File: src/hw/rtl/sts_pkg.sv
package sts_pkg;

	localparam int unsigned DEFAULT_TABLE_DEPTH = 65536;
	localparam int unsigned KEY_W   = 32;
	localparam int unsigned INDEX_W = 16;
	localparam int unsigned COUNT_W = 17;
	localparam int unsigned TALLY_W = 18;
	localparam int unsigned CFG_IDX_W = 1;
	localparam int unsigned CFG_DATA_W = 17;

	typedef enum logic [CFG_IDX_W-1:0] {
		REG_SEARCH_MODE = 1'b0,
		REG_ENTRY_COUNT = 1'b1
	} cfg_reg_t;

	typedef enum logic [1:0] {
		MODE_INTERP = 2'd0,
		MODE_BINARY = 2'd1,
		MODE_SEQ    = 2'd2
	} search_mode_t;

	typedef enum logic {
		FUNC_LOAD   = 1'b0,
		FUNC_SEARCH = 1'b1
	} func_t;

	localparam logic [1:0] MISS_COST = 2'd2;
	localparam logic [1:0] HIT_COST  = 2'd1;

	function automatic logic [TALLY_W-1:0] tally_add(input logic [TALLY_W-1:0] t,
			input logic [1:0] n);
		logic [TALLY_W:0] s;
		s = {1'b0, t} + (TALLY_W+1)'(n);
		return s[TALLY_W] ? '1 : s[TALLY_W-1:0];
	endfunction

endpackage

File: src/hw/rtl/sts_ctrl.sv
module sts_ctrl import sts_pkg::*; #(
	parameter int unsigned DEPTH = DEFAULT_TABLE_DEPTH,
	parameter int unsigned AW = $clog2(DEPTH)
) (
	input  logic                  clk,
	input  logic                  arst_n,
	input  logic                  start,
	output logic                  busy,
	input  logic                  func,
	input  logic [INDEX_W-1:0]    entry_index,
	input  logic [KEY_W-1:0]      item_value,
	input  logic                  cfg_we,
	input  logic [CFG_IDX_W-1:0]  cfg_index,
	input  logic [CFG_DATA_W-1:0] cfg_data,
	output logic                  done,
	output logic                  found,
	output logic [INDEX_W-1:0]    found_index,
	output logic [TALLY_W-1:0]    compare_count,
	output logic                  tbl_we,
	output logic [AW-1:0]         tbl_waddr,
	output logic [KEY_W-1:0]      tbl_wdata,
	output logic [AW-1:0]         tbl_raddr,
	input  logic [KEY_W-1:0]      tbl_rdata,
	output logic                  div_start,
	output logic [KEY_W+AW:0]     div_dividend,
	output logic [KEY_W-1:0]      div_divisor,
	input  logic                  div_idle,
	input  logic [AW:0]           div_quotient
);

	localparam int unsigned QW = AW + 1;
	localparam int unsigned CW = AW + 1;
	localparam int unsigned IW = AW + 2;

	typedef enum logic [3:0] {
		ST_IDLE,
		ST_I_CHK,
		ST_I_ALO,
		ST_I_AHI,
		ST_I_MUL,
		ST_I_DIV,
		ST_B_CHK,
		ST_P_CMP,
		ST_S_CHK,
		ST_S_CMP
	} state_t;

	state_t state_q;

	logic [1:0]           mode_q;
	logic [CW-1:0]        count_q;
	logic signed [IW-1:0] lo_q;
	logic signed [IW-1:0] hi_q;
	logic signed [IW-1:0] pos_q;
	logic signed [KEY_W-1:0] key_q;
	logic signed [KEY_W-1:0] alo_q;
	logic [KEY_W-1:0]     num_q;
	logic [KEY_W-1:0]     den_q;
	logic [QW-1:0]        span_q;
	logic [TALLY_W-1:0]   tally_q;
	logic                 done_q;
	logic                 found_q;
	logic [INDEX_W-1:0]   index_q;
	logic [TALLY_W-1:0]   ccount_q;

	logic                 accept;
	logic signed [KEY_W-1:0] rd_val;
	logic signed [IW-1:0] count_s;
	logic signed [IW-1:0] mid;
	logic signed [IW-1:0] ipos;
	logic [CW-1:0]        cfg_count;
	logic signed [KEY_W:0] key_minus_alo;
	logic signed [KEY_W:0] ahi_minus_alo;
	logic signed [IW-1:0] hi_minus_lo;

	assign busy    = (state_q != ST_IDLE);
	assign accept  = start && !busy;
	assign rd_val  = $signed(tbl_rdata);
	assign count_s = $signed({1'b0, count_q});
	assign hi_minus_lo = hi_q - lo_q;
	assign mid     = lo_q + (hi_minus_lo >>> 1);
	assign ipos    = lo_q + $signed({1'b0, div_quotient});
	assign key_minus_alo = {key_q[KEY_W-1], key_q} - {alo_q[KEY_W-1], alo_q};
	assign ahi_minus_alo = {rd_val[KEY_W-1], rd_val} - {alo_q[KEY_W-1], alo_q};
	assign cfg_count = ({15'd0, cfg_data} > 32'(DEPTH)) ? CW'(DEPTH) : CW'(cfg_data);

	assign tbl_we    = accept && (func == FUNC_LOAD) && (32'(entry_index) < 32'(DEPTH));
	assign tbl_waddr = AW'(entry_index);
	assign tbl_wdata = item_value;

	assign div_start    = (state_q == ST_I_MUL);
	assign div_dividend = num_q * span_q;
	assign div_divisor  = den_q;

	always_comb begin
		unique case (state_q)
			ST_I_ALO: tbl_raddr = hi_q[AW-1:0];
			ST_I_DIV: tbl_raddr = ipos[AW-1:0];
			ST_B_CHK: tbl_raddr = mid[AW-1:0];
			default:  tbl_raddr = lo_q[AW-1:0];
		endcase
	end

	always_ff @(posedge clk or negedge arst_n) begin
		if (!arst_n) begin
			mode_q   <= MODE_INTERP;
			count_q  <= '0;
		end else if (cfg_we) begin
			unique case (cfg_reg_t'(cfg_index))
				REG_SEARCH_MODE: mode_q  <= cfg_data[1:0];
				REG_ENTRY_COUNT: count_q <= cfg_count;
				default: ;
			endcase
		end
	end

	always_ff @(posedge clk or negedge arst_n) begin
		if (!arst_n) begin
			state_q  <= ST_IDLE;
			lo_q     <= '0;
			hi_q     <= '0;
			tally_q  <= '0;
			done_q   <= 1'b0;
			found_q  <= 1'b0;
			index_q  <= '0;
			ccount_q <= '0;
		end else begin
			done_q <= 1'b0;
			unique case (state_q)
				ST_IDLE: begin
					if (accept && func == FUNC_SEARCH) begin
						key_q   <= $signed(item_value);
						lo_q    <= '0;
						hi_q    <= count_s - 1'b1;
						tally_q <= '0;
						if (count_q == '0) begin
							done_q   <= 1'b1;
							found_q  <= 1'b0;
							index_q  <= '0;
							ccount_q <= '0;
						end else begin
							case (mode_q)
								MODE_INTERP: state_q <= ST_I_CHK;
								MODE_BINARY: state_q <= ST_B_CHK;
								MODE_SEQ:    state_q <= ST_S_CHK;
								default: begin
									done_q   <= 1'b1;
									found_q  <= 1'b0;
									index_q  <= '0;
									ccount_q <= '0;
								end
							endcase
						end
					end
				end
				ST_I_CHK: begin
					if (hi_q < lo_q) begin
						done_q   <= 1'b1;
						found_q  <= 1'b0;
						index_q  <= '0;
						ccount_q <= tally_q;
						state_q  <= ST_IDLE;
					end else begin
						state_q <= ST_I_ALO;
					end
				end
				ST_I_ALO: begin
					alo_q   <= rd_val;
					state_q <= ST_I_AHI;
				end
				ST_I_AHI: begin
					if (key_q < alo_q || key_q > rd_val) begin
						done_q   <= 1'b1;
						found_q  <= 1'b0;
						index_q  <= '0;
						ccount_q <= tally_q;
						state_q  <= ST_IDLE;
					end else if (hi_q == lo_q || rd_val == alo_q) begin
						pos_q   <= lo_q;
						state_q <= ST_P_CMP;
					end else begin
						num_q   <= key_minus_alo[KEY_W-1:0];
						den_q   <= ahi_minus_alo[KEY_W-1:0];
						span_q  <= hi_minus_lo[QW-1:0];
						state_q <= ST_I_MUL;
					end
				end
				ST_I_MUL: begin
					state_q <= ST_I_DIV;
				end
				ST_I_DIV: begin
					if (div_idle) begin
						pos_q   <= ipos;
						state_q <= ST_P_CMP;
					end
				end
				ST_B_CHK: begin
					if (hi_q < lo_q) begin
						done_q   <= 1'b1;
						found_q  <= 1'b0;
						index_q  <= '0;
						ccount_q <= tally_q;
						state_q  <= ST_IDLE;
					end else begin
						pos_q   <= mid;
						state_q <= ST_P_CMP;
					end
				end
				ST_P_CMP: begin
					if (rd_val == key_q) begin
						done_q   <= 1'b1;
						found_q  <= 1'b1;
						index_q  <= INDEX_W'(pos_q);
						ccount_q <= tally_add(tally_q, HIT_COST);
						state_q  <= ST_IDLE;
					end else begin
						tally_q <= tally_add(tally_q, MISS_COST);
						if (rd_val < key_q) begin
							lo_q <= pos_q + 1'b1;
						end else begin
							hi_q <= pos_q - 1'b1;
						end
						state_q <= (mode_q == MODE_BINARY) ? ST_B_CHK : ST_I_CHK;
					end
				end
				ST_S_CHK: begin
					if (lo_q >= count_s) begin
						done_q   <= 1'b1;
						found_q  <= 1'b0;
						index_q  <= '0;
						ccount_q <= tally_q;
						state_q  <= ST_IDLE;
					end else begin
						state_q <= ST_S_CMP;
					end
				end
				ST_S_CMP: begin
					tally_q <= tally_add(tally_q, HIT_COST);
					if (rd_val == key_q) begin
						done_q   <= 1'b1;
						found_q  <= 1'b1;
						index_q  <= INDEX_W'(lo_q);
						ccount_q <= tally_add(tally_q, HIT_COST);
						state_q  <= ST_IDLE;
					end else begin
						lo_q    <= lo_q + 1'b1;
						state_q <= ST_S_CHK;
					end
				end
				default: state_q <= ST_IDLE;
			endcase
		end
	end

	assign done          = done_q;
	assign found         = found_q;
	assign found_index   = index_q;
	assign compare_count = ccount_q;

endmodule

File: config.mk
export PLATFORM = sky130hd
export DESIGN_NAME = sts_ctrl
export DESIGN_NICKNAME = d
export VERILOG_FILES = /design/src/hw/rtl/sts_pkg.sv /design/src/hw/rtl/sts_ctrl.sv
export SDC_FILE = /design/constraint.sdc
export NUM_CORES = 2
export LEC_CHECK = 0
export BUFFER_PORTS_ARGS = -buffer_cell sky130_fd_sc_hd__buf_2
export CAP_MARGIN = 10
export CORE_ASPECT_RATIO = 0.6
export CORE_UTILIZATION = 63
export CTS_BUF_LIST = sky130_fd_sc_hd__clkbuf_8 sky130_fd_sc_hd__clkbuf_16
export DETAILED_ROUTE_END_ITERATION = 6
export GPL_TIMING_DRIVEN = 0
export PLACE_DENSITY_LB_ADDON = 0.3
export SLEW_MARGIN = 15
export SYNTH_ARGS = -nofsm -noshare
export SYNTH_HDL_FRONTEND = slang
export SYNTH_SLANG_ARGS = --single-unit
File: constraint.sdc
create_clock -name clk -period 9.86 [get_ports clk]
set_input_delay 1.972 -clock clk [delete_from_list [all_inputs] [get_ports clk]]
set_output_delay 1.972 -clock clk [all_outputs]
set_load 0.02 [all_outputs]
# == Word-level counts from Yosys, hierarchy flattened ==
# Index checks and enable logic that the tools add are counted.
# Widths: inputs -> output; s select.
# classes
n_eq_ne,32
mul,1
add_sub_neg,11
bitwise_logic,4
n_reduce_logical,30
muxes,66
order_cmp,6
# op_table
operator,count
$mux 18,21
$pmux 18 s3,3
$mux 16,8
$pmux 16 s6,1
$pmux 18 s5,1
$eq 32x32->1,2
$lt 32x32->1,2
$sub 32x32->32,2
$mul 32x17->49,1
$pmux 16 s3,1
$pmux 4 s10,1
$add 18x1->18 const B,2
$pmux 18 s2,1
$gt 32x32->1,1
$ne 2x2->1 const B,14
$mux 4,5
$add 18x1->19 const B,1
$add 18x2->19 const B,1
$add 18x17->18,1
$add 18x18->18,1
$eq 18x18->1,1
$ge 18x18->1,1
$lt 18x18->1,1
$sub 17x1->18 const B,1
other kinds (39),76
# totals
out_inout_bits,184
wordCells,166
in_bits,121
register_bits,276

# == Logic depth before layout (Yosys ltp) ==
# logic_depth
ltp_word,6
ltp_mapped,26
ltp_nobuf,24

# == Worst setup path after synthesis ==
# OpenSTA, ideal clock, no wires.
# synth_path
kind,input to register
from,input tbl_rdata[31]
to,"register den_q[0], in the netlist div_divisor[0] (enable)"
setup_slack_ns,0.264
required_ns,9.240
stages,9
t_arrival_ns,8.976
path_buffers,0
cell_sequence,ha_1 > nand4_1 > or2_2 > o221a_2 > nand3_1 > o22ai_1 > a21oi_1 > nand3b_1 > nor3_1
# synth_between
elab_chain_cells,4
word_cells_on_any_way,7
classes_between,order compare (1); eq/ne (1); bitwise (2); reduce/logical (3)
# synth_rtl
element,line_no,text
"start, declared",sts_ctrl.sv:23,"input logic [KEY_W-1:0] tbl_rdata,"
$gt 32x32->1 / $eq 32x32->1 (equally long branches),"sts_ctrl.sv:172, sts_ctrl.sv:178",
"$logic_or 1x1->1, on equally long branches","sts_ctrl.sv:172, sts_ctrl.sv:178",
$not 1->1 (no line),--,
$reduce_and 4->1 (no line) (*),--,
"end signal, assigned",sts_ctrl.sv:183,den_q <= ahi_minus_alo[KEY_W-1:0];
"end, declared",sts_ctrl.sv:58,logic [KEY_W-1:0] den_q;
# Every way passes the cells marked *; elsewhere a longest branch is shown, timed or not.
# A chain may end at the register's enable or synchronous reset.

# == Final worst setup path ==
# layout_path
from,register span_q[4]
to,output div_dividend[48]
# layout_between
elab_chain_cells,1
# layout_rtl
element,line_no,text
"start, declared",sts_ctrl.sv:59,logic [QW-1:0] span_q;
"start signal, assigned",sts_ctrl.sv:184,span_q <= hi_minus_lo[QW-1:0];
$mul 32x17->49,sts_ctrl.sv:92,assign div_dividend = num_q * span_q;
"end, declared",sts_ctrl.sv:25,"output logic [KEY_W+AW:0] div_dividend,"
# Every way passes these cells.

==> metrics.md <==
| Metric | Value |
|---|---|
| Main flop type after synthesis | edfxtp_1 |
| Number of buffers created by CTS | 29 |
| Fmax | just over 100 MHz |
| Asr flop ratio synth | 0.409 |
| Area share of the leading cell type in the synthesized netlist | 0.247 |
| CTS Hold Buffers Added | 0 |
| Later-pin clock latency in the skew report | 0.61 ns |
| Vias | 31,900 |
| Clk slew on worst S/H paths | about 0.06 ns |
| Drt total wl | between 100,000 and 150,000 µm |
| Synth warnings | 0 |
| Post-synth top area cell | fa_1 |
| Power Dens Cells | 255 nW/µm² |
| DP HPWL | roughly 100,000 µm |
| Final Instance Area | a little over 40,000 µm² |
| Failing checks | DRC |
| Initial DRC Count | 3,939 |
| Crit Path Max Fanout | 10 |
| Overflow after GRT | 0 |
| Global-route wire length before repair | 183,000 µm |
| Worst-margin pin slew | 1.26 ns |
| Core area | 57,600 µm² |
| Mapped cell area | 36,800 µm² |
| DRT antenna net count | 0 |
| LEAKAGE | 20.0 nW |
| Clock root cell | clkbuf_16 |
| H-tree lvl count | 1 |
| WL/cell | about 23 µm |
| Fin crit share | 0.984 |
| Cell variety after synth | 86 |
| GPL Wtd Cong | 1.08 |
| Clock Sinks | 276 |
| Post-layout util | 0.709 |
| Clk buf depth | 3 |
| DRC | 2 |
| Setup_tns | 0 ns |
| Syn_area_per_cell | 8.98 µm² |
| CTS tree | built |
| Port Buffers | 288 |
| Share of layout cells above drive strength 1 | 0.132 |
| Seq/Total Area, Yosys | 0.210 |
| Initial antenna violation count | 7 |
| Die width | roughly 310 µm |
| Num rows | ~70 |
| DR vias/cell | between 6 and 7 |
| Total die area | 59,400 µm² |
| First-pass DRT Iterations | 7 |
| Worst Path Arrival | 7.73 ns |
| Starting Density | 0.639 |
| Setup crit end kind | output pin |
| Largest net degree at the start of global routing | 79 |
| Area of placed instances | 39,400 µm² |
| GRT Util Overall | 0.412 |
| Crit path kind | reg2out |
| Hold Violations, Final | 0 |
| Worst EP required | between 7 and 8 ns |
| Worst Hold Class | reg2reg |
| Yosys reg bits | 276 |
| Vias in the first global route | roughly 30,000 |
| Area growth syn-to-layout | 11.0% |
| Maximum vdd ir drop | 616 µV |
| Ranking of synthesized cells by area | fa_1 25%, edfxtp_1 13%, ha_1 10% |
| Fin nets | 5,334 |
| Fin. max-slew vios | 0 |
| # fillers | 4,634 |
| Fin worst setup slack | about 0.16 ns |
| Skew final | 0.0246 ns |
| Relative slew margins | 0.160 |
| Max-cap violations | 0 |
| Syn nets | a little under 5,000 |
| Post-synth EDFFs | 163 |
| Final setup viols | 0 |
| Final min period | 9.70 ns |
| Outcome | finished with violations |
| Die Y | 189 µm |
| Startpoint types | flop |
| Pre-CTS setup slack | -0.208 ns |
| Synth Instances | about 4,100 |
| Top Ports | 305 |
report_power, final:
part	internal, mW	leakage (nW)	switching (mW)
clock	0.669	0.494	0.512
sequential	1.39	3.00	0.128
combinational	2.92	16.5	4.81
path summary, 6_finish.rpt:
kind                              startpoint           endpoint  slack, ns  cells past startpoint
max                                span_q[4]   div_dividend[48]       0.16                     22
min in group asynchronous             arst_n   compare_count[5]       1.29                      1
min reg2reg                compare_count[16]  compare_count[16]       0.51                      1
min                        compare_count[16]  compare_count[16]       0.51                      1
max reg2reg                       state_q[1]           lo_q[16]       3.60                     17
max in group asynchronous             arst_n     found_index[4]       7.79                      2
worst max-delay path, stage by stage (launching register included):
cell       delay [ns]
edfxtp_1         0.58
clkbuf_2         0.36
nand2_1          0.11
fa_1             0.47
fa_1             0.55
fa_1             0.53
inv_1            0.06
fa_1             0.50
fa_1             0.51
inv_1            0.05
fa_1             0.48
inv_1            0.05
ha_1             0.38
and3_1           0.24
and3_1           0.17
a221o_2          0.30
o2bb2ai_2        0.21
o211ai_1         0.19
o41ai_2          0.38
o21ai_1          0.19
o41a_1           0.45
xnor2_1          0.14
buf_2            0.22
metal layers:
layer	vias to the layer above	GRT usage	wire length [µm]
met3	191	0.212	21700
met1	15500	0.625	53300
met2	2153	0.523	45100
met5	-	0.00731	204
met4	10	0.0589	1940
li1	14100	-	-
cells in the mapped netlist (94+ instances only):
cell	n
a21oi_1	219
and2_1	225
xnor2_1	120
edfxtp_1	163
clkbuf_1	149
inv_1	656
fa_1	454
o21ai_0	159
dfrtp_1	113
ha_1	297
nor2_1	160
a21o_1	94
nand2_1	556
stage by stage:
stage | instances | total power [mW] | hold slack [ns]
CTS | 5234 | 10.1 | 0.507
global route | 5255 | 11.2 | 0.517
floorplan | 4097 | 6.74 | 0.454
detailed placement | 5170 | 8.89 | 0.488
finish | 5259 | 10.4 | 0.509
global placement | 5155 | 8.75 | 0.492
final cells by class:
class,count,area [µm²],area share
Timing Repair Buffer,337,1870,0.0457
Buffer,211,1150,0.0282
Clock inverter,22,236,0.00579
Tap cell,770,963,0.0236
Clock buffer,32,767,0.0188
Multi-Input combinational cell,2951,25600,0.628
Inverter,656,2460,0.0603
Antenna cell,4,10.0,0.000245
Sequential cell,276,7720,0.189
sequential cells by signal, summed over array words and instances (netlist names), 4 cells and up:
register,flops
lo_q,18
found_index,16
span_q,17
div_divisor,32
compare_count,18
pos_q,18
alo_q,32
num_q,32
count_q,17
hi_q,18
state_q,4
tally_q,18
key_q,32
placed cells by master, fill, tap and decap left out, drive strengths merged, types with 13 or more instances in the layout:
cell type  Yosys  final
nor3          66     66
o21ai        163    163
ha           297    297
a21o          95     95
o22ai         18     18
a21boi        15     15
and3          19     19
dfrtp        113    113
nand3         57     57
edfxtp       163    163
a211oi        15     15
inv          656    662
nand4         28     28
nand2        556    556
a21oi        221    221
buf           64    404
a22o          23     23
xnor2        120    120
o211ai        32     32
o21a          28     28
a31oi         23     23
xor2          53     53
or3           18     18
nor2b         31     31
and2         225    225
fa           454    454
nor2         161    161
nor4          13     13
clkbuf       150    176
o21bai        20     20
mux2          39     39
nand2b        30     30
logic make-up after synthesis:
kind of cell,synth area share
AO/OA/AOI/OAI,0.131
buffers and inverters,0.0955
adder cells (fa/ha/maj),0.348
multiplexers,0.0165
flip-flops,0.210
XOR/XNOR,0.0412
AND/OR/NAND/NOR,0.158
repair_timing:
action                     CTS  global route
gates cloned                 0             0
buffers inserted            10            24
setup endpoints to repair   18            12
gates resized for setup     55            60
pin swaps                    0             2
Note: power is estimated with default switching activity, not from simulation.
