**config.mk**
```make
export PLATFORM = sky130hd
export DESIGN_NAME = sts_divider
export DESIGN_NICKNAME = d
export VERILOG_FILES = /design/src/hw/rtl/sts_pkg.sv /design/src/hw/rtl/sts_divider.sv
export SDC_FILE = /design/constraint.sdc
export NUM_CORES = 1
export LEC_CHECK = 0
export BUFFER_PORTS_ARGS = -buffer_cell sky130_fd_sc_hd__buf_2
export CORE_MARGIN = 10
export CORE_UTILIZATION = 51
export CTS_BUF_LIST = sky130_fd_sc_hd__clkbuf_4 sky130_fd_sc_hd__clkbuf_8 sky130_fd_sc_hd__clkbuf_16
export DETAILED_ROUTE_END_ITERATION = 7
export GPL_ROUTABILITY_DRIVEN = 0
export PLACE_DENSITY = 0.77
export SLEW_MARGIN = 20
export SYNTH_ARGS = -nofsm -noshare
export SYNTH_HDL_FRONTEND = slang
export SYNTH_SLANG_ARGS = --single-unit
```
**constraint.sdc**
```tcl
create_clock -name clk -period 2.85 [get_ports clk]
set_input_delay 0.57 -clock clk [delete_from_list [all_inputs] [get_ports clk]]
set_output_delay 0.57 -clock clk [all_outputs]
set_load 0.05 [all_outputs]
```
**src/hw/rtl/sts_pkg.sv**
```systemverilog
package sts_pkg;

	localparam int unsigned DEFAULT_TABLE_DEPTH = 65536;
	localparam int unsigned KEY_W   = 32;
	localparam int unsigned INDEX_W = 16;
	localparam int unsigned COUNT_W = 17;
	localparam int unsigned TALLY_W = 18;
	localparam int unsigned CFG_IDX_W = 1;
	localparam int unsigned CFG_DATA_W = 17;

	typedef enum logic [CFG_IDX_W-1:0] {
		REG_SEARCH_MODE = 1'b0,
		REG_ENTRY_COUNT = 1'b1
	} cfg_reg_t;

	typedef enum logic [1:0] {
		MODE_INTERP = 2'd0,
		MODE_BINARY = 2'd1,
		MODE_SEQ    = 2'd2
	} search_mode_t;

	typedef enum logic {
		FUNC_LOAD   = 1'b0,
		FUNC_SEARCH = 1'b1
	} func_t;

	localparam logic [1:0] MISS_COST = 2'd2;
	localparam logic [1:0] HIT_COST  = 2'd1;

	function automatic logic [TALLY_W-1:0] tally_add(input logic [TALLY_W-1:0] t,
			input logic [1:0] n);
		logic [TALLY_W:0] s;
		s = {1'b0, t} + (TALLY_W+1)'(n);
		return s[TALLY_W] ? '1 : s[TALLY_W-1:0];
	endfunction

endpackage

```
**src/hw/rtl/sts_divider.sv**
```systemverilog
module sts_divider import sts_pkg::*; #(
	parameter int unsigned QW = 17
) (
	input  logic                clk,
	input  logic                arst_n,
	input  logic                start,
	input  logic [KEY_W+QW-1:0] dividend,
	input  logic [KEY_W-1:0]    divisor,
	output logic                idle,
	output logic [QW-1:0]       quotient
);

	localparam int unsigned CNT_W = $clog2(QW + 1);

	logic [KEY_W-1:0] rem_q;
	logic [KEY_W-1:0] div_q;
	logic [QW-1:0]    quo_q;
	logic [CNT_W-1:0] cnt_q;
	logic [KEY_W:0]   trial;
	logic [KEY_W:0]   diff;

	assign trial = {rem_q, quo_q[QW-1]};
	assign diff  = trial - {1'b0, div_q};

	always_ff @(posedge clk or negedge arst_n) begin
		if (!arst_n) begin
			cnt_q <= '0;
		end else if (start) begin
			cnt_q <= CNT_W'(QW);
		end else if (cnt_q != '0) begin
			cnt_q <= cnt_q - 1'b1;
		end
	end

	always_ff @(posedge clk) begin
		if (start) begin
			rem_q <= dividend[KEY_W+QW-1:QW];
			quo_q <= dividend[QW-1:0];
			div_q <= divisor;
		end else if (cnt_q != '0) begin
			if (!diff[KEY_W]) begin
				rem_q <= diff[KEY_W-1:0];
				quo_q <= {quo_q[QW-2:0], 1'b1};
			end else begin
				rem_q <= trial[KEY_W-1:0];
				quo_q <= {quo_q[QW-2:0], 1'b0};
			end
		end
	end

	assign idle     = (cnt_q == '0);
	assign quotient = quo_q;

endmodule

```
# Word-level counts from Yosys, hierarchy flattened
# Cells that the tools add are included.
[op_classes]
mux = 8
n_reduce_logical = 3
addsub = 2
[ops]
columns = ["op", "n"]
rows = [
  ["two-way mux 32 bit", 3],
  ["two-way mux 17 bit", 2],
  ["subtractor 33 x 32 -> 33 bit", 1],
  ["two-way mux 5 bit", 2],
  ["logical NOT 5 bit", 1],
  ["nonzero test 5 bit", 1],
  ["subtractor 5 x 1 -> 5 bit (second input constant)", 1],
  ["nonzero test 2 bit", 1],
  ["two-way mux 1 bit", 1],
]
[totals]
output_inout_bits = 18
regBits = 86
input_bits = 84
elab_cells = 17

# Longest topological paths before layout
# Gate-level depths: netlist (run 1).
[depth]
depth_word = 4
ltp_mapped = 14
ltp_nobuf = 12

# Worst setup path after synthesis (run 1)
# Ideal clock, no wire load.
[synth_path]
path_type = "reg2reg"
start = "register cnt_q[0]"
end = "register quo_q[0], in the netlist quotient[0], enable pin"
t_required_ns = 2.220
arrival_time_ns = 4.406
path_stages_with_launch = 5
synth_period_minus_slack_ns = 5.036
path_slack_ns = -2.186
path_cell_list = "dfrtp_1 -> inv_1 -> ha_1 -> nor4b_1 -> nand2_1"
[synth_via]
elab_chain_len = 2
[synth_lines]
columns = ["element", "line_no", "rtl"]
rows = [
  ["from (decl)", "sts_divider.sv:18", "logic [CNT_W-1:0] cnt_q;"],
  ["from (signal assigned)", "sts_divider.sv:29", "cnt_q <= CNT_W'(QW);"],
  ["from (signal assigned)", "sts_divider.sv:31", "cnt_q <= cnt_q - 1'b1;"],
  ["nonzero test 5 bit", "sts_divider.sv:40", "end else if (cnt_q != '0) begin"],
  ["nonzero test 2 bit (no source line)", "--", ""],
  ["to (signal assigned)", "sts_divider.sv:38", "quo_q <= dividend[QW-1:0];"],
  ["to (signal assigned)", "sts_divider.sv:43", "quo_q <= {quo_q[QW-2:0], 1'b1};"],
  ["to (signal assigned)", "sts_divider.sv:46", "quo_q <= {quo_q[QW-2:0], 1'b0};"],
  ["to (decl)", "sts_divider.sv:17", "logic [QW-1:0] quo_q;"],
]
# No other way between the ends.
# A chain may end at the register's enable or synchronous reset.

# Final worst setup path (run 1)
[layout_path]
start = "register div_q[0]"
end = "register rem_q[22] (data pin)"
[layout_via]
elab_chain_len = 4
[layout_lines]
columns = ["element", "line_no", "rtl"]
rows = [
  ["from (decl)", "sts_divider.sv:16", "logic [KEY_W-1:0] div_q;"],
  ["from (signal assigned)", "sts_divider.sv:39", "div_q <= divisor;"],
  ["subtractor 33 x 32 -> 33 bit", "sts_divider.sv:23", "assign diff = trial - {1'b0, div_q};"],
  ["two-way mux 32 bit", "sts_divider.sv:41", "if (!diff[KEY_W]) begin"],
  ["two-way mux 32 bit", "sts_divider.sv:40", ""],
  ["two-way mux 32 bit", "sts_divider.sv:36", "if (start) begin"],
  ["to (signal assigned)", "sts_divider.sv:37", "rem_q <= dividend[KEY_W+QW-1:QW];"],
  ["to (signal assigned)", "sts_divider.sv:42", "rem_q <= diff[KEY_W-1:0];"],
  ["to (signal assigned)", "sts_divider.sv:45", "rem_q <= trial[KEY_W-1:0];"],
  ["to (decl)", "sts_divider.sv:15", "logic [KEY_W-1:0] rem_q;"],
]
# No other way between the ends. The select of a mux whose other input is x is not followed.

==> results_dict.tcl, run 1 <==
set metrics [dict create \
    clockBufferDepth 2 \
    violations "setup timing" \
    cp_top_family "compound AO/OA/AOI/OAI gates" \
    drive_gt1_share_pct 31.5 \
    vias 4401 \
    cp.required_ns 2.97 \
    layout_setup_ws_ns -0.222 \
    antenna_cells 0 \
    powerDensity_nw_per_um2 1170 \
    max_freq_mhz 325 \
    area_growth_pct 24.2 \
    rows 37 \
    dieArea_um2 15200 \
    cp_slowest_cell "edfxtp_1" \
    switching_share_pct 41.5 \
    period_needed_ns 3.07 \
    syn_avg_cell_area_um2 10.5 \
    synth_top_area_cell "edfxtp_1" \
    grt_antenna_before_repair 0 \
    syn_area_um2 5460 \
    worst_ep_arrival_time_ns 3.20 \
    startpoint_type "register" \
    grt_pass1_wl_mm 21.8 \
    holdWs_ns 0.357 \
    worst-setup-path-type "reg2reg" \
    synth-edff-count 81 \
    cts.sinks 86 \
    yosysMostFrequentCell "edfxtp_1" \
    skew_ns 0.0255 \
    ios 102 \
    netlist_top_cells_count "81 x edfxtp_1, 63 x nand2_1, 43 x inv_1" \
    power_switching_mw 3.28 \
    synth_cells 518 \
    status "complete, but fails checks" \
    synth_top_cell_area_share_pct 44.6 \
    cts_buffers 9 \
    synthesis.nets 637 \
    crit_fanout 6 \
    dr.first_iter.drc_count 309 \
    die_w_um 123 \
    vias_per_cell 5.53 \
    path_cells "ha_4 -> fa_2 -> nand2b_4 -> a21o_1 -> a31oi_4 -> o21a_2 -> a21oi_4 -> a21oi_4 -> xor2_4 -> buf_4 -> buf_12 -> buf_8 -> buf_4 -> o211ai_2 -> o311ai_2" \
    power_mw 7.92 \
    synth_area_leaders "edfxtp_1 45%, ha_1 7.8%, mux2i_1 5.3%, nand2_1 4.3%, mux2_2 3.3%" \
    hold_class "in2reg" \
    wl_mm 13.4 \
    comb_power_share_pct 63.8 \
    dr.pass1.iters 5 \
    max-vdd-ir-drop_v 0.000622 \
    seqPwrFrac_pct 25.6 \
    seq_area_frac_synth_pct 46.9 \
    hold_viol 0 \
    initial_utilization_pct 52.6 \
    routedWlPerCell_um 16.8 \
    die_height_um 123 \
    ys_ff_latch 86 \
    relSlewSlack_pct 62.5 \
    finalNetCount 774 \
    globalRouteOverflowTotal 0 \
    worstMarginPinSlew_ns 0.563 \
    drc 0 \
    leakage_nw 3.04 \
    core_um2 10400 \
    cap_violations 0 \
    dp.final_hpwl_mm 9.83 \
    rsz0062_at_grt "true" \
    cts_tree "built" \
    yosys_warnings 0 \
    period_share_pct 108 \
    placedCellCount 768 \
    cellInternalPower_mw 4.63 \
    postLayoutCoreUtil_pct 65.3 \
    setup_viol 32 \
    synthDistinctLibCells 63 \
    cts_root_buf "clkbuf_8" \
    async_reset_ff_share_pct 5.81 \
    grt_max_degree 110 \
    layoutNonFillerInstCount 796 \
    grtUsageTotal_pct 17.7 \
    fin_tns_setup_ns -5.33 \
    cts_max_level 3 \
    clockPowerShare_pct 10.6 \
    cp_num_buf_inv 4 \
    postRouteAntennaNets 0 \
    path_clk_slew_ns 0.11 \
    grt_pass1_vias 4584 \
    portBuffers 101 \
    clk_latency_ns 0.38 \
    critPathMaxStageDelay_ns 0.43 \
    dominantRegCellSynth "edfxtp_1" \
    crit_path_end_kind "register" \
    finalMaxSlewViolations 0 \
]
-- power by group through the flow --
stage               Combinational (mW)  Clock (mW)  Sequential, mW
detailed placement                4.32           0            2.03
finish                            5.05       0.839            2.02
floorplan                         3.14           0            2.14
global placement                  4.16           0            2.03
CTS                               4.82       0.858            2.02
global route                      5.50       0.906            2.07
-- final cells by class --
cell class	count	area, um^2
Inverter	43	161
Sequential cell	86	2560
Clock buffer	9	124
Timing Repair Buffer	148	961
Clock inverter	7	61.3
Fill cell	842	3590
Tap cell	136	170
Multi-Input combinational cell	367	2740
-- kinds of logic (layout without fill, tap and decap cells) --
family | Yosys count | count (layout) | synth area share (%)
simple gates | 130 | 130 | 10.8
compound gates | 127 | 127 | 15.6
fa+ha+maj | 35 | 35 | 8.17
mux | 45 | 45 | 8.62
buf+inv | 65 | 207 | 5.05
flops | 86 | 86 | 46.9
xor+xnor | 30 | 30 | 4.95
-- stage by stage --
| step | cell area, um^2 | worst slack [ns] |
|---|---|---|
| global placement | 6370 | -0.180 |
| CTS | 6720 | -0.213 |
| global route | 6780 | -0.331 |
| floorplan | 5500 | -0.278 |
| finish | 6780 | -0.222 |
| detailed placement | 6370 | -0.289 |
-- layer usage --
layer	vias to the layer above	global-route usage, %	wire (um)
met3	27	6.52	1070
met2	152	28.9	6570
met1	2071	21.0	5480
met5	-	0	0
met4	0	6.33	266
li1	2151	-	-
-- final timing paths --
check,startpoint,to,slack [ns],cells after the start
min reg2reg,cnt_q[1],cnt_q[1],0.57,2
min in group asynchronous,arst_n,cnt_q[3],0.53,2
max reg2reg,div_q[0],rem_q[22],-0.22,15
min,divisor[26],div_q[26],0.36,1
max,div_q[0],rem_q[22],-0.22,15
max in group asynchronous,arst_n,cnt_q[4],2.18,2
-- cell usage in the layout (no fill, tap or decap), types with 3 or more instances in the layout --
cell      instances
o21ai_0          14
nor2_1           28
o211ai_1          4
inv_1            42
mux2i_1          24
mux2_2           16
nor2b_1           5
buf_2           100
buf_8             3
o21a_1            4
xor2_1           10
nand2_1          61
buf_4            37
or2_2             3
o21ai_1          26
a21o_1           14
buf_12            4
clkbuf_8          9
a31oi_1           5
and3_1            4
a21oi_1          29
edfxtp_1         81
nand2b_1          3
ha_1             33
a211oi_1          4
mux2i_2           5
xnor2_1          19
inv_6             3
dfrtp_1           5
o311ai_2          3
nand3_1           6
nand4_1           3
nor3_1            4
-- registers in the layout, summed over array words and instances (netlist names) --
signal / count
quotient: 17
rem_q: 32
div_q: 32
cnt_q: 5
-- timing repair --
item,in CTS,in global routing
hold buffers,1,0
setup buffers,6,4
gates resized for setup,16,7
hold endpoints to repair,5,0
setup endpoints to repair,33,33
cloned,1,1
pin swaps,12,10
(Power assumes the default switching activity.)
==> run 2: changes to the inputs <==
--- a/config.mk
+++ b/config.mk
@@ -6,11 +6,12 @@
 export NUM_CORES = 1
 export LEC_CHECK = 0
+export ABC_AREA = 1
 export BUFFER_PORTS_ARGS = -buffer_cell sky130_fd_sc_hd__buf_2
 export CORE_MARGIN = 10
-export CORE_UTILIZATION = 51
+export CORE_UTILIZATION = 53
 export CTS_BUF_LIST = sky130_fd_sc_hd__clkbuf_4 sky130_fd_sc_hd__clkbuf_8 sky130_fd_sc_hd__clkbuf_16
 export DETAILED_ROUTE_END_ITERATION = 7
 export GPL_ROUTABILITY_DRIVEN = 0
-export PLACE_DENSITY = 0.77
+export PLACE_DENSITY = 0.78
 export SLEW_MARGIN = 20
 export SYNTH_ARGS = -nofsm -noshare
==> constraint.sdc (replaced) <==
create_clock -name clk -period 2.85 [get_ports clk]
set_input_delay 0.57 -clock clk [delete_from_list [all_inputs] [get_ports clk]]
set_output_delay 0.57 -clock clk [all_outputs]
set_load 0.01 [all_outputs]
==> run 2 against run 1 <==
Net effect: the run now ends clean; synthesized cell count up 86%; global-route usage up 1.0 points; largest cell class unchanged; combinational power down 5.1%; largest power group unchanged; clock-buffer cell count unchanged; first-iteration DRC count up 16%; synthesized area up 24%; critical path depth up 3; non-clock buffer count down 38; register-to-register slack better by 0.49 ns; design area up 14%; fmax up 19%.
==> results_dict.tcl, run 2 <==
set metrics [dict create \
    routedWlPerCell_um 13.3 \
    path_cells "inv_1 -> ha_1 -> fa_1 -> inv_1 -> nand2_1 -> nand2_1 -> nand3_1 -> nand2_2 -> nand2_4 -> nand2_4 -> nand2_4 -> nand2_4 -> nand2_4 -> nand2_1 -> buf_6 -> nand2_1 -> nand3_1 -> nand2_1" \
    worst_ep_arrival_time_ns 2.69 \
    period_share_pct 90.5 \
    rsz0062_at_grt "false" \
    power_mw 7.93 \
    hold_viol 0 \
    powerDensity_nw_per_um2 1030 \
    cts.sinks 86 \
    cp_slowest_cell "fa_1" \
    yosys_warnings 0 \
    netlist_top_cells_count "402 x nand2_1, 185 x inv_1, 81 x edfxtp_1, 81 x nand3_1, 37 x nor2_1" \
    path_clk_slew_ns 0.07 \
    setup.worst_path.end "rem_q[21]" \
    r2r_slack_ns 0.27 \
    vias_per_cell 4.98 \
    crit_path_end_kind "register" \
    cts_max_level 3 \
    place_area_um2 7430 \
    antenna_cells 0 \
    grt_pass1_vias 6108 \
    initial_utilization_pct 54.0 \
    dp.final_hpwl_mm 13.2 \
    final_common_cell "nand2_1" \
    ios 102 \
    max_freq_mhz 388 \
    cts_root_buf "clkbuf_16" \
    area_growth_pct 13.9 \
    cap_violations 0 \
    max-vdd-ir-drop_v 0.000474 \
    crit_fanout 20 \
    worst-setup-path-type "reg2reg" \
    synth_top_area_cell "edfxtp_1" \
    syn_avg_cell_area_um2 7.05 \
    clockBufferDepth 2 \
    finalMaxSlewViolations 0 \
    cts_tree "built" \
    startpoint_type "register" \
    synth_top_cell_area_share_pct 35.8 \
    skew_ns 0.00710 \
    dr.first_iter.drc_count 357 \
    period_needed_ns 2.58 \
    final_cell_mix "402 x nand2_1, 184 x inv_1, 100 x buf_2, 81 x nand3_1, 81 x edfxtp_1" \
    die_w_um 133 \
    fin_tns_setup_ns 0 \
    hold_buffers 0 \
    leakage_nw 4.42 \
    relSlewSlack_pct 64.7 \
    postRouteAntennaNets 0 \
    dr.pass1.iters 8 \
    grtUsageTotal_pct 18.7 \
    grt_antenna_before_repair 0 \
    worstMarginPinSlew_ns 0.530 \
    reg2reg_depth 18 \
    cts_buffers 9 \
    finalNetCount 1183 \
    synth_area_leaders "edfxtp_1 36%, nand2_1 22%, inv_1 10%, ha_1 6.3%, nand3_1 6.0%" \
    cp.required_ns 2.96 \
    grt_max_degree 52 \
    syn_area_um2 6790 \
    wl_mm 16.6 \
    status "finished, final reports clean" \
    globalRouteOverflowTotal 0 \
    async_reset_ff_share_pct 5.81 \
    yosysMostFrequentCell "nand2_1" \
    portBuffers 101 \
    hold_class "in2async" \
    vias 6181 \
    finalInstanceArea_um2 7730 \
    setup_viol 0 \
    grt_pass1_wl_mm 27.8 \
    die_height_um 133 \
    seq_area_frac_synth_pct 37.7 \
    synthesis.nets 1082 \
    synth-edff-count 81 \
    drc 0 \
    r2r-start "quotient[16]" \
    synth_cells 963 \
    critPathMaxStageDelay_ns 0.41 \
    synthDistinctLibCells 42 \
    dominantRegCellSynth "edfxtp_1" \
    rows 41 \
    drive_gt1_share_pct 15.6 \
    crit_path_start "quotient[16]" \
    rr_endpoint "rem_q[21]" \
    clk_latency_ns 0.36 \
    ys_ff_latch 86 \
    dieArea_um2 17700 \
    core_um2 12600 \
]
## run 2: cell count changes after synthesis, moves of 13 or more
cell	delta
nand3_2	+13
o21ai_0	-14
nand2_1	+339
nand3_1	+75
inv_1	+142
mux2i_1	-29
o21ai_1	-24
mux2_2	-16
## run 2: layout make-up
cell class	count	area [um^2]
fill	1160	4840
multi-input combinational	665	3340
sequential	86	2560
inverter	192	728
timing repair buffer	110	604
clock buffer	9	225
tap	172	215
clock inverter	7	63.8
## run 2: power breakdown
part | switching, mW | internal [mW]
registers | 0.188 | 1.80
logic | 3.10 | 1.69
clock network | 0.538 | 0.613
## run 2: worst max-delay path: cells and delay by family, from the launching register on
family | cells | cell delay (ns)
buffers and inverters | 3 | 0.35
adder cells (fa/ha/maj) | 2 | 0.63
AND/OR/NAND/NOR | 13 | 1.00
flip-flops | 1 | 0.35
## run 2: cells by family (layout without fill, tap and decap cells)
family	Yosys count	after routing	share of synthesized area, %
fa+ha+maj	35	35	6.56
compound gates	40	40	3.78
xor+xnor	10	10	1.29
flops	86	86	37.7
buf+inv	212	318	13.3
simple gates	580	580	37.4
## run 2: worst min-delay path by stage
| stage | startpoint | endpoint | slack, ns | depth (start not counted) |
|---|---|---|---|---|
| 2_1_floorplan | arst_n | cnt_q[0] | 0.27 | 0 |
| 3_3_place_gp | arst_n | cnt_q[2] | 0.39 | 1 |
| 3_5_place_dp | arst_n | cnt_q[2] | 0.39 | 1 |
| 4_1_cts | arst_n | cnt_q[2] | 0.01 | 1 |
| 5_1_grt | arst_n | cnt_q[2] | 0.01 | 1 |
| 6_report | arst_n | cnt_q[2] | 0.02 | 1 |
## run 2: timing repair
item	CTS	global route
setup endpoints to repair	0	18
setup buffers	0	0
gates resized for setup	0	3
## run 2: stage by stage
step / hold slack (ns) / instances / util, % / setup WS [ns]
floorplan: 0.274 / 963 / - / 0.327
global placement: 0.392 / 1225 / 59.1 / 0.328
detailed placement: 0.391 / 1225 / 59.1 / 0.197
CTS: 0.0108 / 1241 / 61.4 / 0.174
global route: 0.0120 / 1241 / 61.5 / 0.0118
finish: 0.0158 / 1241 / 61.5 / 0.270
## run 2: metal layers
metal / GRT usage [%] / share of wire [%] / vias up
li1: - / - / 3186
met1: 23.6 / 45 / 2765
met2: 30.5 / 46 / 198
met3: 4.85 / 6.8 / 32
met4: 6.17 / 2.4 / 0
met5: 0 / 0 / -
